==> config.mk <==
export PLATFORM = sky130hd
export DESIGN_NAME = budgeted_slice_planner
export DESIGN_NICKNAME = d
export VERILOG_FILES = /design/src/design/bsp_pkg.sv /design/src/design/bsp_ctrl.sv /design/src/design/bsp_datapath.sv /design/src/design/budgeted_slice_planner.sv
export SDC_FILE = /design/constraint.sdc
export NUM_CORES = 1
export LEC_CHECK = 0
export ABC_AREA = 1
export BUFFER_PORTS_ARGS = -buffer_cell sky130_fd_sc_hd__buf_4
export CAP_MARGIN = 20
export CORE_ASPECT_RATIO = 1.5
export CORE_MARGIN = 1
export CORE_UTILIZATION = 35
export DETAILED_ROUTE_END_ITERATION = 12
export GPL_TIMING_DRIVEN = 0
export MAX_ROUTING_LAYER = met4
export PLACE_DENSITY_LB_ADDON = 0.25
export SLEW_MARGIN = 30
export SYNTH_ARGS = -nofsm -noshare
export SYNTH_HDL_FRONTEND = slang
export SYNTH_SLANG_ARGS = --single-unit
==> constraint.sdc <==
create_clock -name clk -period 6.41 [get_ports clk]
set_clock_uncertainty 0.15 [all_clocks]
set_input_delay 0.641 -clock clk [delete_from_list [all_inputs] [get_ports clk]]
set_output_delay 0.641 -clock clk [all_outputs]
set_load 0.05 [all_outputs]
==> src/design/bsp_pkg.sv <==
// Shared types and constants for the budgeted slice planner.
`default_nettype none

package bsp_pkg;

    localparam int MAX_PIECES = 4096;
    localparam int FRAME_BITS = 20;
    localparam int PIECE_W = $clog2(MAX_PIECES + 1);
    localparam int BUDGET_W = 12;
    localparam int UNIT_W = 10;

    localparam logic [BUDGET_W-1:0] MIN_BUDGET = BUDGET_W'(17);
    localparam logic [BUDGET_W-1:0] BUDGET_RESET = BUDGET_W'(256);
    localparam logic [PIECE_W-1:0] CONTEXT_PIECES = PIECE_W'(2);
    localparam logic [PIECE_W-1:0] PIECE_LIMIT = PIECE_W'(MAX_PIECES);
    localparam logic [FRAME_BITS-1:0] FRAME_MAX = {FRAME_BITS{1'b1}};

    typedef struct packed {
        logic [UNIT_W-1:0] unit_len;
        logic              last_unit;
    } unit_t;

    typedef struct packed {
        logic [PIECE_W-1:0]    piece_begin;
        logic [PIECE_W-1:0]    piece_end;
        logic [FRAME_BITS-1:0] start_frame;
        logic [FRAME_BITS-1:0] stop_frame;
        logic                  final_slice;
        logic                  no_frames_error;
    } slice_t;

    typedef enum logic [1:0] {
        ST_IDLE,
        ST_PIECE,
        ST_FLUSH
    } state_t;

    typedef struct packed {
        logic load;
        logic take;
        logic flush;
    } ctrl_cmd_t;

    typedef struct packed {
        logic has_piece;
        logic fits;
        logic last;
        logic out_free;
    } ctrl_status_t;

endpackage

`default_nettype wire

==> src/design/bsp_ctrl.sv <==
// Controller state machine that sequences the pieces of one unit.
`default_nettype none

module bsp_ctrl (
    input  wire logic                  clk,
    input  wire logic                  rst_n,
    input  wire logic                  unit_valid,
    output logic                       unit_stall,
    input  wire bsp_pkg::ctrl_status_t status,
    output bsp_pkg::ctrl_cmd_t         cmd
);
    import bsp_pkg::*;

    state_t state_reg;
    state_t state_next;

    always_ff @(posedge clk or negedge rst_n)
    begin
        if (!rst_n)
        begin
            state_reg <= ST_IDLE;
        end
        else
        begin
            state_reg <= state_next;
        end
    end

    always_comb
    begin
        state_next = state_reg;
        cmd = '0;
        unit_stall = 1'b1;
        unique case (state_reg)
            ST_IDLE:
            begin
                unit_stall = 1'b0;
                if (unit_valid)
                begin
                    cmd.load = 1'b1;
                    state_next = ST_PIECE;
                end
            end
            ST_PIECE:
            begin
                if (!status.has_piece)
                begin
                    state_next = status.last ? ST_FLUSH : ST_IDLE;
                end
                else if (status.fits || status.out_free)
                begin
                    cmd.take = 1'b1;
                end
            end
            ST_FLUSH:
            begin
                if (status.out_free)
                begin
                    cmd.flush = 1'b1;
                    state_next = ST_IDLE;
                end
            end
            default:
            begin
                state_next = ST_IDLE;
            end
        endcase
    end

endmodule

`default_nettype wire

==> src/design/bsp_datapath.sv <==
// Datapath with the slice state, piece arithmetic and the output register.
`default_nettype none

module bsp_datapath (
    input  wire logic                   clk,
    input  wire logic                   rst_n,
    input  wire bsp_pkg::unit_t         unit_item,
    input  wire logic                   cfg_valid,
    input  wire logic [11:0]            cfg_data,
    input  wire bsp_pkg::ctrl_cmd_t     cmd,
    output bsp_pkg::ctrl_status_t       status,
    output logic                        slice_valid,
    input  wire logic                   slice_stall,
    output bsp_pkg::slice_t             slice_item
);
    import bsp_pkg::*;

    logic [BUDGET_W-1:0]   budget_reg;
    logic [UNIT_W-1:0]     remaining_reg;
    logic                  last_reg;
    logic [PIECE_W-1:0]    pieces_seen_reg;
    logic [BUDGET_W-1:0]   open_frames_reg;
    logic [PIECE_W-1:0]    open_piece_begin_reg;
    logic [FRAME_BITS-1:0] open_frame_begin_reg;
    logic [FRAME_BITS-1:0] closed_frame_end_reg;
    logic [BUDGET_W-1:0]   piece_minus_one_reg;
    logic [BUDGET_W-1:0]   piece_minus_two_reg;
    logic                  out_valid_reg;
    slice_t                out_item_reg;

    logic [BUDGET_W-1:0]   budget;
    logic [BUDGET_W-1:0]   piece;
    logic [BUDGET_W:0]     open_sum;
    logic                  fits;
    logic [BUDGET_W:0]     ctx;
    logic [BUDGET_W+1:0]   ctx_with_piece;
    logic [PIECE_W-1:0]    span;
    logic                  use_context;
    logic [FRAME_BITS-1:0] slice_end;
    logic [FRAME_BITS-1:0] overlap_begin;
    logic [PIECE_W-1:0]    pieces_inc;
    logic                  out_free;

    function automatic logic [FRAME_BITS-1:0] frame_sat(
        input logic [FRAME_BITS-1:0] a,
        input logic [BUDGET_W-1:0]   b
    );
        logic [FRAME_BITS:0] s;
        s = {1'b0, a} + (FRAME_BITS + 1)'(b);
        return s[FRAME_BITS] ? FRAME_MAX : s[FRAME_BITS-1:0];
    endfunction

    assign budget = (budget_reg < MIN_BUDGET) ? MIN_BUDGET : budget_reg;
    assign piece = (BUDGET_W'(remaining_reg) > budget) ? budget : BUDGET_W'(remaining_reg);
    assign open_sum = {1'b0, open_frames_reg} + {1'b0, piece};
    assign fits = open_sum <= {1'b0, budget};
    assign ctx = {1'b0, piece_minus_one_reg} + {1'b0, piece_minus_two_reg};
    assign ctx_with_piece = {1'b0, ctx} + (BUDGET_W + 2)'(piece);
    assign span = pieces_seen_reg - open_piece_begin_reg;
    assign use_context = (span > CONTEXT_PIECES)
                         && (ctx_with_piece <= (BUDGET_W + 2)'(budget));
    assign slice_end = frame_sat(open_frame_begin_reg, open_frames_reg);
    assign overlap_begin = (slice_end >= FRAME_BITS'(ctx)) ? slice_end - FRAME_BITS'(ctx)
                                                            : '0;
    assign pieces_inc = (pieces_seen_reg < PIECE_LIMIT) ? pieces_seen_reg + PIECE_W'(1)
                                                        : pieces_seen_reg;
    assign out_free = !out_valid_reg || !slice_stall;

    always_comb
    begin
        status.has_piece = remaining_reg != '0;
        status.fits = fits;
        status.last = last_reg;
        status.out_free = out_free;
    end

    always_ff @(posedge clk or negedge rst_n)
    begin
        if (!rst_n)
        begin
            budget_reg <= BUDGET_RESET;
            remaining_reg <= '0;
            last_reg <= 1'b0;
            pieces_seen_reg <= '0;
            open_frames_reg <= '0;
            open_piece_begin_reg <= '0;
            open_frame_begin_reg <= '0;
            closed_frame_end_reg <= '0;
            piece_minus_one_reg <= '0;
            piece_minus_two_reg <= '0;
            out_valid_reg <= 1'b0;
        end
        else
        begin
            if (cfg_valid)
            begin
                budget_reg <= cfg_data;
            end

            if (cmd.flush || (cmd.take && !fits))
            begin
                out_valid_reg <= 1'b1;
            end
            else if (!slice_stall)
            begin
                out_valid_reg <= 1'b0;
            end

            if (cmd.load)
            begin
                remaining_reg <= unit_item.unit_len;
                last_reg <= unit_item.last_unit;
            end

            if (cmd.take)
            begin
                remaining_reg <= remaining_reg - piece[UNIT_W-1:0];
                piece_minus_two_reg <= piece_minus_one_reg;
                piece_minus_one_reg <= piece;
                pieces_seen_reg <= pieces_inc;
                if (fits)
                begin
                    if (open_frames_reg == '0)
                    begin
                        open_piece_begin_reg <= pieces_seen_reg;
                        open_frame_begin_reg <= closed_frame_end_reg;
                    end
                    open_frames_reg <= open_sum[BUDGET_W-1:0];
                end
                else
                begin
                    closed_frame_end_reg <= slice_end;
                    if (use_context)
                    begin
                        open_piece_begin_reg <= pieces_seen_reg - CONTEXT_PIECES;
                        open_frame_begin_reg <= overlap_begin;
                        open_frames_reg <= ctx_with_piece[BUDGET_W-1:0];
                    end
                    else
                    begin
                        open_piece_begin_reg <= pieces_seen_reg;
                        open_frame_begin_reg <= slice_end;
                        open_frames_reg <= piece;
                    end
                end
            end

            if (cmd.flush)
            begin
                last_reg <= 1'b0;
                pieces_seen_reg <= '0;
                open_frames_reg <= '0;
                open_piece_begin_reg <= '0;
                open_frame_begin_reg <= '0;
                closed_frame_end_reg <= '0;
                piece_minus_one_reg <= '0;
                piece_minus_two_reg <= '0;
            end
        end
    end

    always_ff @(posedge clk)
    begin
        if (cmd.take && !fits)
        begin
            out_item_reg.piece_begin <= open_piece_begin_reg;
            out_item_reg.piece_end <= pieces_seen_reg;
            out_item_reg.start_frame <= open_frame_begin_reg;
            out_item_reg.stop_frame <= slice_end;
            out_item_reg.final_slice <= 1'b0;
            out_item_reg.no_frames_error <= 1'b0;
        end
        else if (cmd.flush)
        begin
            if (open_frames_reg != '0)
            begin
                out_item_reg.piece_begin <= open_piece_begin_reg;
                out_item_reg.piece_end <= pieces_seen_reg;
                out_item_reg.start_frame <= open_frame_begin_reg;
                out_item_reg.stop_frame <= slice_end;
                out_item_reg.no_frames_error <= 1'b0;
            end
            else
            begin
                out_item_reg.piece_begin <= '0;
                out_item_reg.piece_end <= '0;
                out_item_reg.start_frame <= '0;
                out_item_reg.stop_frame <= '0;
                out_item_reg.no_frames_error <= 1'b1;
            end
            out_item_reg.final_slice <= 1'b1;
        end
    end

    assign slice_valid = out_valid_reg;
    assign slice_item = out_item_reg;

endmodule

`default_nettype wire

==> src/design/budgeted_slice_planner.sv <==
// Top level of the budgeted slice planner: controller, datapath and checks.
//
// Each item on the unit channel carries one unit frame count and a last flag.
// The unit is cut into pieces of at most the frame budget, and the pieces are
// packed into slices; every closed slice leaves as one item on the slice channel.
// The budget is written through the cfg channel, which is always ready.
// An accepted unit is loaded, its pieces are taken in order, the unit is then
// finished, and a flush follows when it is the last of its run;
// unit_stall stays high once the unit is loaded until the controller is idle again.
// A unit of 1023 frames at the smallest budget of 17 makes 61 pieces.
// A slice closed by a piece is valid in the cycle after that piece is taken,
// and the final slice of a run is registered by the flush after its last unit.
// Results pass through a single output register. When the receiver holds
// slice_stall high, a piece that closes a slice waits until the register frees,
// while pieces that only grow the open slice keep going.
// Reset clears the run state and the output valid flag and sets the budget to 256.
`default_nettype none

module budgeted_slice_planner (
    input  wire logic            clk,
    input  wire logic            rst_n,
    input  wire logic            unit_valid,
    output logic                 unit_stall,
    input  wire bsp_pkg::unit_t  unit_item,
    output logic                 slice_valid,
    input  wire logic            slice_stall,
    output bsp_pkg::slice_t      slice_item,
    input  wire logic            cfg_valid,
    output logic                 cfg_ready,
    input  wire logic [11:0]     cfg_data
);
    import bsp_pkg::*;

    ctrl_cmd_t    cmd;
    ctrl_status_t status;

    assign cfg_ready = 1'b1;

    bsp_ctrl u_ctrl (
        .clk        (clk),
        .rst_n      (rst_n),
        .unit_valid (unit_valid),
        .unit_stall (unit_stall),
        .status     (status),
        .cmd        (cmd)
    );

    bsp_datapath u_datapath (
        .clk         (clk),
        .rst_n       (rst_n),
        .unit_item   (unit_item),
        .cfg_valid   (cfg_valid && cfg_ready),
        .cfg_data    (cfg_data),
        .cmd         (cmd),
        .status      (status),
        .slice_valid (slice_valid),
        .slice_stall (slice_stall),
        .slice_item  (slice_item)
    );

`ifndef SYNTH
    a_error_is_final: assert property (@(posedge clk) disable iff (!rst_n)
        (slice_valid && slice_item.no_frames_error) |->
        (slice_item.final_slice && slice_item.piece_end == '0
         && slice_item.stop_frame == '0))
        else $error("error result is not a final empty slice");

    a_slice_ordered: assert property (@(posedge clk) disable iff (!rst_n)
        (slice_valid && !slice_item.no_frames_error) |->
        (slice_item.piece_begin <= slice_item.piece_end
         && slice_item.start_frame <= slice_item.stop_frame))
        else $error("slice ranges run backward");

    a_busy_after_accept: assert property (@(posedge clk) disable iff (!rst_n)
        (unit_valid && !unit_stall) |=> unit_stall)
        else $error("unit accepted before the previous one was planned");
`endif

endmodule

`default_nettype wire
# Word level (Yosys, flattened, before mapping)
# Index checks and enable logic that the tools add are counted.
totals:
  reg_bits: 196
  in_bits: 28
  output_inout_bits: 71
classes:
  addsub: 9
  n_lt_le_gt_ge: 7
  eq_ne: 8
  mux: 51
  n_reduce_logical: 21
ops:
  columns: ["operator", "count"]
  rows:
  - ["20-bit two-way mux", 10]
  - ["68-bit two-way mux", 2]
  - ["12-bit two-way mux", 10]
  - ["13-bit two-way mux", 8]
  - ["66-bit two-way mux", 1]
  - ["12-bit by 12-bit adder with 13-bit output", 2]
  - ["20-bit by 12-bit adder with 21-bit output", 1]
  - ["20-bit by 13-bit greater-or-equal comparator with 1-bit output", 1]
  - ["10-bit two-way mux", 2]
  - ["20-bit by 13-bit subtractor with 20-bit output", 1]
  - ["13-bit by 12-bit adder with 14-bit output", 1]
  - ["14-bit by 12-bit less-or-equal comparator with 1-bit output", 1]
  - ["13-bit by 1-bit adder with 13-bit output, second input constant", 1]
  - ["13-bit by 2-bit greater-than comparator with 1-bit output, second input constant", 1]
  - ["13-bit by 12-bit less-or-equal comparator with 1-bit output", 1]
  - ["13-bit less-than comparator, second input constant", 1]
  - ["1-bit two-way mux", 13]
  - ["13-bit subtractor", 1]
  - ["13-bit by 2-bit subtractor with 13-bit output, second input constant", 1]
  - ["10-bit by 12-bit greater-than comparator with 1-bit output", 1]
  - ["12-bit logical NOT", 1]
  - ["12-bit by 5-bit less-than comparator with 1-bit output, second input constant", 1]
  - ["12-bit nonzero test", 1]
  - ["10-bit nonzero test", 1]
  - ["15 further kinds", 32]

# Logic depth before layout (Yosys ltp)
logic_depth:
  word_depth: 13
  depth_mapped: 43
  ltp_nobuf: 42

# Modules after synthesis
# Synthesis repeated with hierarchy kept, for this count alone.
unflattened:
  cells_unflattened: 1912
  hier_area_um2: 14305.0
modules_own_cells:
  columns: ["module", "n_inst", "cells_per_inst", "area_per_inst_um2"]
  rows:
  - ["bsp_datapath", 1, 1890, 14151.1]
  - ["bsp_ctrl", 1, 20, 142.6]
  - ["budgeted_slice_planner", 1, 2, 11.3]

# Worst setup path after synthesis
# Ideal clock, no wire load.
synth_path:
  path_type: "register to register"
  startpoint: "register u_datapath.budget_reg[11]"
  endpoint: "register u_datapath.closed_frame_end_reg[13]"
  setup_time_ns: 0.135
  t_arrival_ns: 5.946
  t_required_ns: 6.125
  setup_slack_ns: 0.179
  stages_incl_launch_ff: 36
  n_path_buf: 2
  period_less_slack_ns: 6.231
  path_cell_list: "dfrtp_1 nor2_1 inv_1 nor4_1 o21ai_0 nand2_1 ha_1 a21oi_1 o21ai_0 nand3_1 o211ai_1 nand2_1 clkbuf_1 nor2_1 a21oi_1 ha_1 a21oi_1 o21bai_1 a21oi_1 o21ai_0 a21oi_1 o21ai_0 xor2_1 ha_1 inv_1 nor2_2 nand4_1 nand3b_4 nand2_4 inv_4 nand3_2 nand2_2 inv_2 buf_4 nand2_1 o21ai_0"
synth_via:
  elab_chain_len: 12
  elab_cells_between_ends: 13
synth_rtl:
  columns: ["item", "line", "text"]
  rows:
  - ["start: declaration", "bsp_datapath.sv:18", "logic [BUDGET_W-1:0] budget_reg;"]
  - ["start signal: assignment", "bsp_datapath.sv:97", "budget_reg <= cfg_data;"]
  - ["12-bit by 5-bit less-than comparator with 1-bit output", "bsp_datapath.sv:53", "assign budget = (budget_reg < MIN_BUDGET) ? MIN_BUDGET : budget_reg;"]
  - ["12-bit two-way mux *", "bsp_datapath.sv:53", null]
  - ["10-bit by 12-bit greater-than comparator with 1-bit output", "bsp_datapath.sv:54", "assign piece = (BUDGET_W'(remaining_reg) > budget) ? budget : BUDGET_W'(remaining_reg);"]
  - ["12-bit two-way mux", "bsp_datapath.sv:54", null]
  - ["12-bit by 12-bit adder with 13-bit output", "bsp_datapath.sv:55", "assign open_sum = {1'b0, open_frames_reg} + {1'b0, piece};"]
  - ["13-bit by 12-bit less-or-equal comparator with 1-bit output *", "bsp_datapath.sv:56", "assign fits = open_sum <= {1'b0, budget};"]
  - ["1-bit logical OR", "bsp_ctrl.sv:50", "else if (status.fits || status.out_free)"]
  - ["1-bit two-way mux", "bsp_ctrl.sv:50", null]
  - ["1-bit two-way mux", "bsp_ctrl.sv:46", "if (!status.has_piece)"]
  - ["1-bit two-way mux", "bsp_ctrl.sv:34", "unique case (state_reg)"]
  - ["2-bit nonzero test (no source line)", null, null]
  - ["2-bit AND reduction (no source line) *", null, null]
  - ["end signal: assignment", "bsp_datapath.sv:132", "closed_frame_end_reg <= slice_end;"]
  - ["end: declaration", "bsp_datapath.sv:25", "logic [FRAME_BITS-1:0] closed_frame_end_reg;"]
# Every way passes the cells marked *; elsewhere a longest branch is shown, timed or not.
# A chain may end at the register's enable or synchronous reset.

# Worst setup path in the final report
layout_path:
  startpoint: "register u_datapath.budget_reg[5]"
  endpoint: "register u_datapath.open_frames_reg[7]"
layout_via:
  elab_chain_len: 11
  elab_cells_between_ends: 18
layout_rtl:
  columns: ["item", "line", "text"]
  rows:
  - ["12-bit by 5-bit less-than comparator with 1-bit output", "bsp_datapath.sv:53", null]
  - ["12-bit two-way mux *", "bsp_datapath.sv:53", null]
  - ["10-bit by 12-bit greater-than comparator with 1-bit output", "bsp_datapath.sv:54", null]
  - ["12-bit two-way mux", "bsp_datapath.sv:54", null]
  - ["13-bit by 12-bit adder with 14-bit output or 12-bit by 12-bit adder with 13-bit output (tied branches)", "bsp_datapath.sv:58, bsp_datapath.sv:55", null]
  - ["14-bit by 12-bit less-or-equal comparator with 1-bit output or 13-bit by 12-bit less-or-equal comparator with 1-bit output (tied branches)", "bsp_datapath.sv:61, bsp_datapath.sv:56", null]
  - ["1-bit logical AND or 1-bit logical OR (tied branches)", "bsp_datapath.sv:61, bsp_ctrl.sv:50", null]
  - ["12-bit two-way mux or 1-bit two-way mux (tied branches)", "bsp_datapath.sv:133, bsp_ctrl.sv:50", null]
  - ["12-bit two-way mux or 1-bit two-way mux (tied branches)", "bsp_datapath.sv:121, bsp_ctrl.sv:46", null]
  - ["12-bit two-way mux or 1-bit two-way mux (tied branches)", "bsp_datapath.sv:115, bsp_ctrl.sv:34", null]
  - ["12-bit two-way mux or 2-bit nonzero test (tied branches)", null, null]
  - ["end signal: assignment", "bsp_datapath.sv:128", "open_frames_reg <= open_sum[BUDGET_W-1:0];"]
  - ["end signal: assignment", "bsp_datapath.sv:137", "open_frames_reg <= ctx_with_piece[BUDGET_W-1:0];"]
  - ["end signal: assignment", "bsp_datapath.sv:143", "open_frames_reg <= piece;"]
  - ["end: declaration", "bsp_datapath.sv:22", "logic [BUDGET_W-1:0] open_frames_reg;"]
# Every way passes the cells marked *; elsewhere a longest branch is shown, timed or not. The select of a mux whose other input is x is not followed.

==> run metrics <==
max FFs per register a little under 70; clock buffer depth 2; fmax 0.164 GHz; Setup Viol. Count Final 0; Final Hold Viols 0; cell count after synthesis between 1500 and 2000; standard-cell rows 90; Tmin final around 6.1 ns; largest net degree at the start of global routing 67; Ys Warns 0; Hold WC Path Type in -> reg; post-route ant nets 0; wire length per cell roughly 18 um; Largest stage delay, worst path 0.40 ns; Tcrit/Tclk final 0.949; initial antenna violation count 0; GRT busiest layer met2; FFs w/ async S/R, synth 0.653; vias in the first global route 12683; multiplexer area fraction after synthesis 0.00235; # DRC 0; fill count between 4000 and 5000; Port Buffers a little under 100; top cell type's share of synthesized area 0.221; r2r setup slk approximately 0.33 ns; diode count 0; via count between 10000 and 15000; Post-Synth XOR/XNOR Area 0.0450; crit end category register; worst path required time between 6 and 7 ns; die width around 170 um; clock-pin transition on the worst setup and hold timing paths roughly 0.07 ns; total CTS buffers 17; Tot GR Track Use 0.227; cell with the most instances after synthesis nand2_1; vias per inst 5.05; GR Overflow Total 0; Max Cap Viol 0; hold_ws around 0.23 ns; CP startpoint kind register; Main synth FF type dfrtp_1; Adder-Cell Fraction of Synth Area 0.113; CORE AREA ~40000 um2; Post-synth top cells nand2_1 (506), inv_1 (268), nor2_1 (192), dfrtp_1 (127), nand3_1 (121); clk sinks between 150 and 200; Post-Synth Simple-Gate Area 0.271; post-DP HPWL 36600 um; cell taking the most area after synthesis dfrtp_1; EDFF count, synth 66; met1 Use GR 0.248; register area share after synthesis 0.363; unique cell type count in the Yosys netlist 54; fin nets between 2000 and 2500; critical path class reg -> reg; H-tree Lvls 4; actual slew at the worst max-slew pin ~1.1 ns; CTS tree yes; relative slew slack 0.284; crit path max fanout 10; WL final about 46000 um; drt initial violations 809; 1st-pass router iterations 5; Initial Utilization 0.356; Mapped Avg Cell Area 7.48 um2; GR Util met3 0.0201; wire length of the first global-routing pass approximately 70000 um; largest family of logic cells by synthesized area simple AND/OR/NAND/NOR gates; layout cells sized above 1 0.139; clock latency on the worst-skew pair 0.46 ns; routing usage on met2 0.409; number of synthesized register bits about 200; Die Ht between 200 and 300 um; synth-to-layout area growth 17.5%; Slew Limit Fails 0; unrepaired setup endpoints after global routing yes; post-synthesis compound-gate area fraction 0.109; CP dominant cell by count nand2_1; CP arrival around 6.3 ns; GPL Wtd Cong between 0.9 and 1; status finished clean; Slowest cell on crit path dfrtp_1; die area around 42000 um2; I/O pins between 90 and 100; Area contributors post-synth dfrtp_1 (22%), edfxtp_1 (14%), nand2_1 (13%), ha_1 (10%), inv_1 (7.0%); Root Driver clkbuf_16; Mapped Area about 14000 um2
final timing paths:
path                                                                 from                                        endpoint  cells after the start
hold reg to reg            u_datapath.open_piece_begin_reg[6]$_DFFE_PN0P_  u_datapath.open_piece_begin_reg[6]$_DFFE_PN0P_                      2
max in group asynchronous                                           rst_n  u_datapath.open_piece_begin_reg[2]$_DFFE_PN0P_                      3
min in group asynchronous                                           rst_n            u_datapath.budget_reg[6]$_DFFE_PN0P_                      2
setup / recovery                     u_datapath.budget_reg[5]$_DFFE_PN0P_       u_datapath.open_frames_reg[7]$_DFFE_PN0P_                     36
setup reg to reg                     u_datapath.budget_reg[5]$_DFFE_PN0P_       u_datapath.open_frames_reg[7]$_DFFE_PN0P_                     36
hold / removal                                                cfg_data[5]            u_datapath.budget_reg[5]$_DFFE_PN0P_                      3
cells in the final DEF, fill, tap and decap left out, drive strengths merged, types with 2 or more instances in the layout:
cell	netlist	final
xnor2	22	22
conb	2	5
clkbuf	15	34
inv	280	286
xor2	52	52
edfxtp	66	66
clkinvlp	0	2
nor4	10	10
buf	34	150
a21o	7	7
o31ai	2	2
clkinv	2	9
nor3b	3	3
or2	4	4
nand2	518	519
a21oi	90	90
nor2	202	202
dfrtp	127	127
mux2	3	3
o211ai	14	14
nand4	23	23
nand3	129	129
a31oi	8	8
dfxtp	2	2
o22ai	15	15
ha	119	119
o21bai	10	10
o21ai	128	128
nand3b	6	6
fa	7	7
nor3	16	16
layout make-up:
class	instances	area, um2	area share
clock buffers	17	425	0.0251
clock inverters	15	124	0.00732
multi-input cells	1401	8120	0.480
repair buffers	119	948	0.0561
plain buffers	49	369	0.0218
flip-flops and latches	196	5230	0.309
inverters	282	1080	0.0636
well taps	506	633	0.0374
logic make-up (layout without fill, tap and decap cells):
group | count (synthesis) | count (layout)
compound gates | 280 | 280
fa+ha+maj | 126 | 126
simple gates | 912 | 913
other cells | 2 | 5
buf+inv | 331 | 482
mux | 3 | 3
xor+xnor | 74 | 74
flops | 196 | 196
per-stage QoR:
stage	instances	util	TNS [ns]	instance area (um2)	worst slack, ns
finish	2585	0.419	0	16900	0.329
floorplan	1927	-	0	14400	0.179
global route	2585	0.419	-0.381	16900	-0.0601
detailed placement	2532	0.392	-251.63	15800	-1.35
global placement	2530	0.390	-295.74	15800	-2.25
CTS	2570	0.409	0	16500	0.0166
per-layer routing:
metal  share of wire  wire length [um]
met1            0.40             18200
met2            0.53             24300
met3           0.025              1170
met4           0.045              2050
met5               0                 0
timing repair:
item | in CTS | in global routing
setup endpoints to repair | 247 | 247
resized for setup | 35 | 66
hold buffers | 1 | 0
buffers inserted | 4 | 15
gates cloned | 1 | 0
pin swaps | 4 | 12
endpoints found under the hold margin | 11 | 0
worst max-delay path, delay by kind of cell (launching register included):
family,cells,cell delay [ns]
adders and majority gates,3,0.82
AOI/OAI and AO/OA,12,1.77
DFF,1,0.40
buffers and inverters,4,0.56
xor gates and xnor gates,1,0.31
and+or+nand+nor,16,1.93
Power is left out: the tool's default activity adds up to more than one toggle a clock period on the data nets, which glitch-free logic cannot reach.
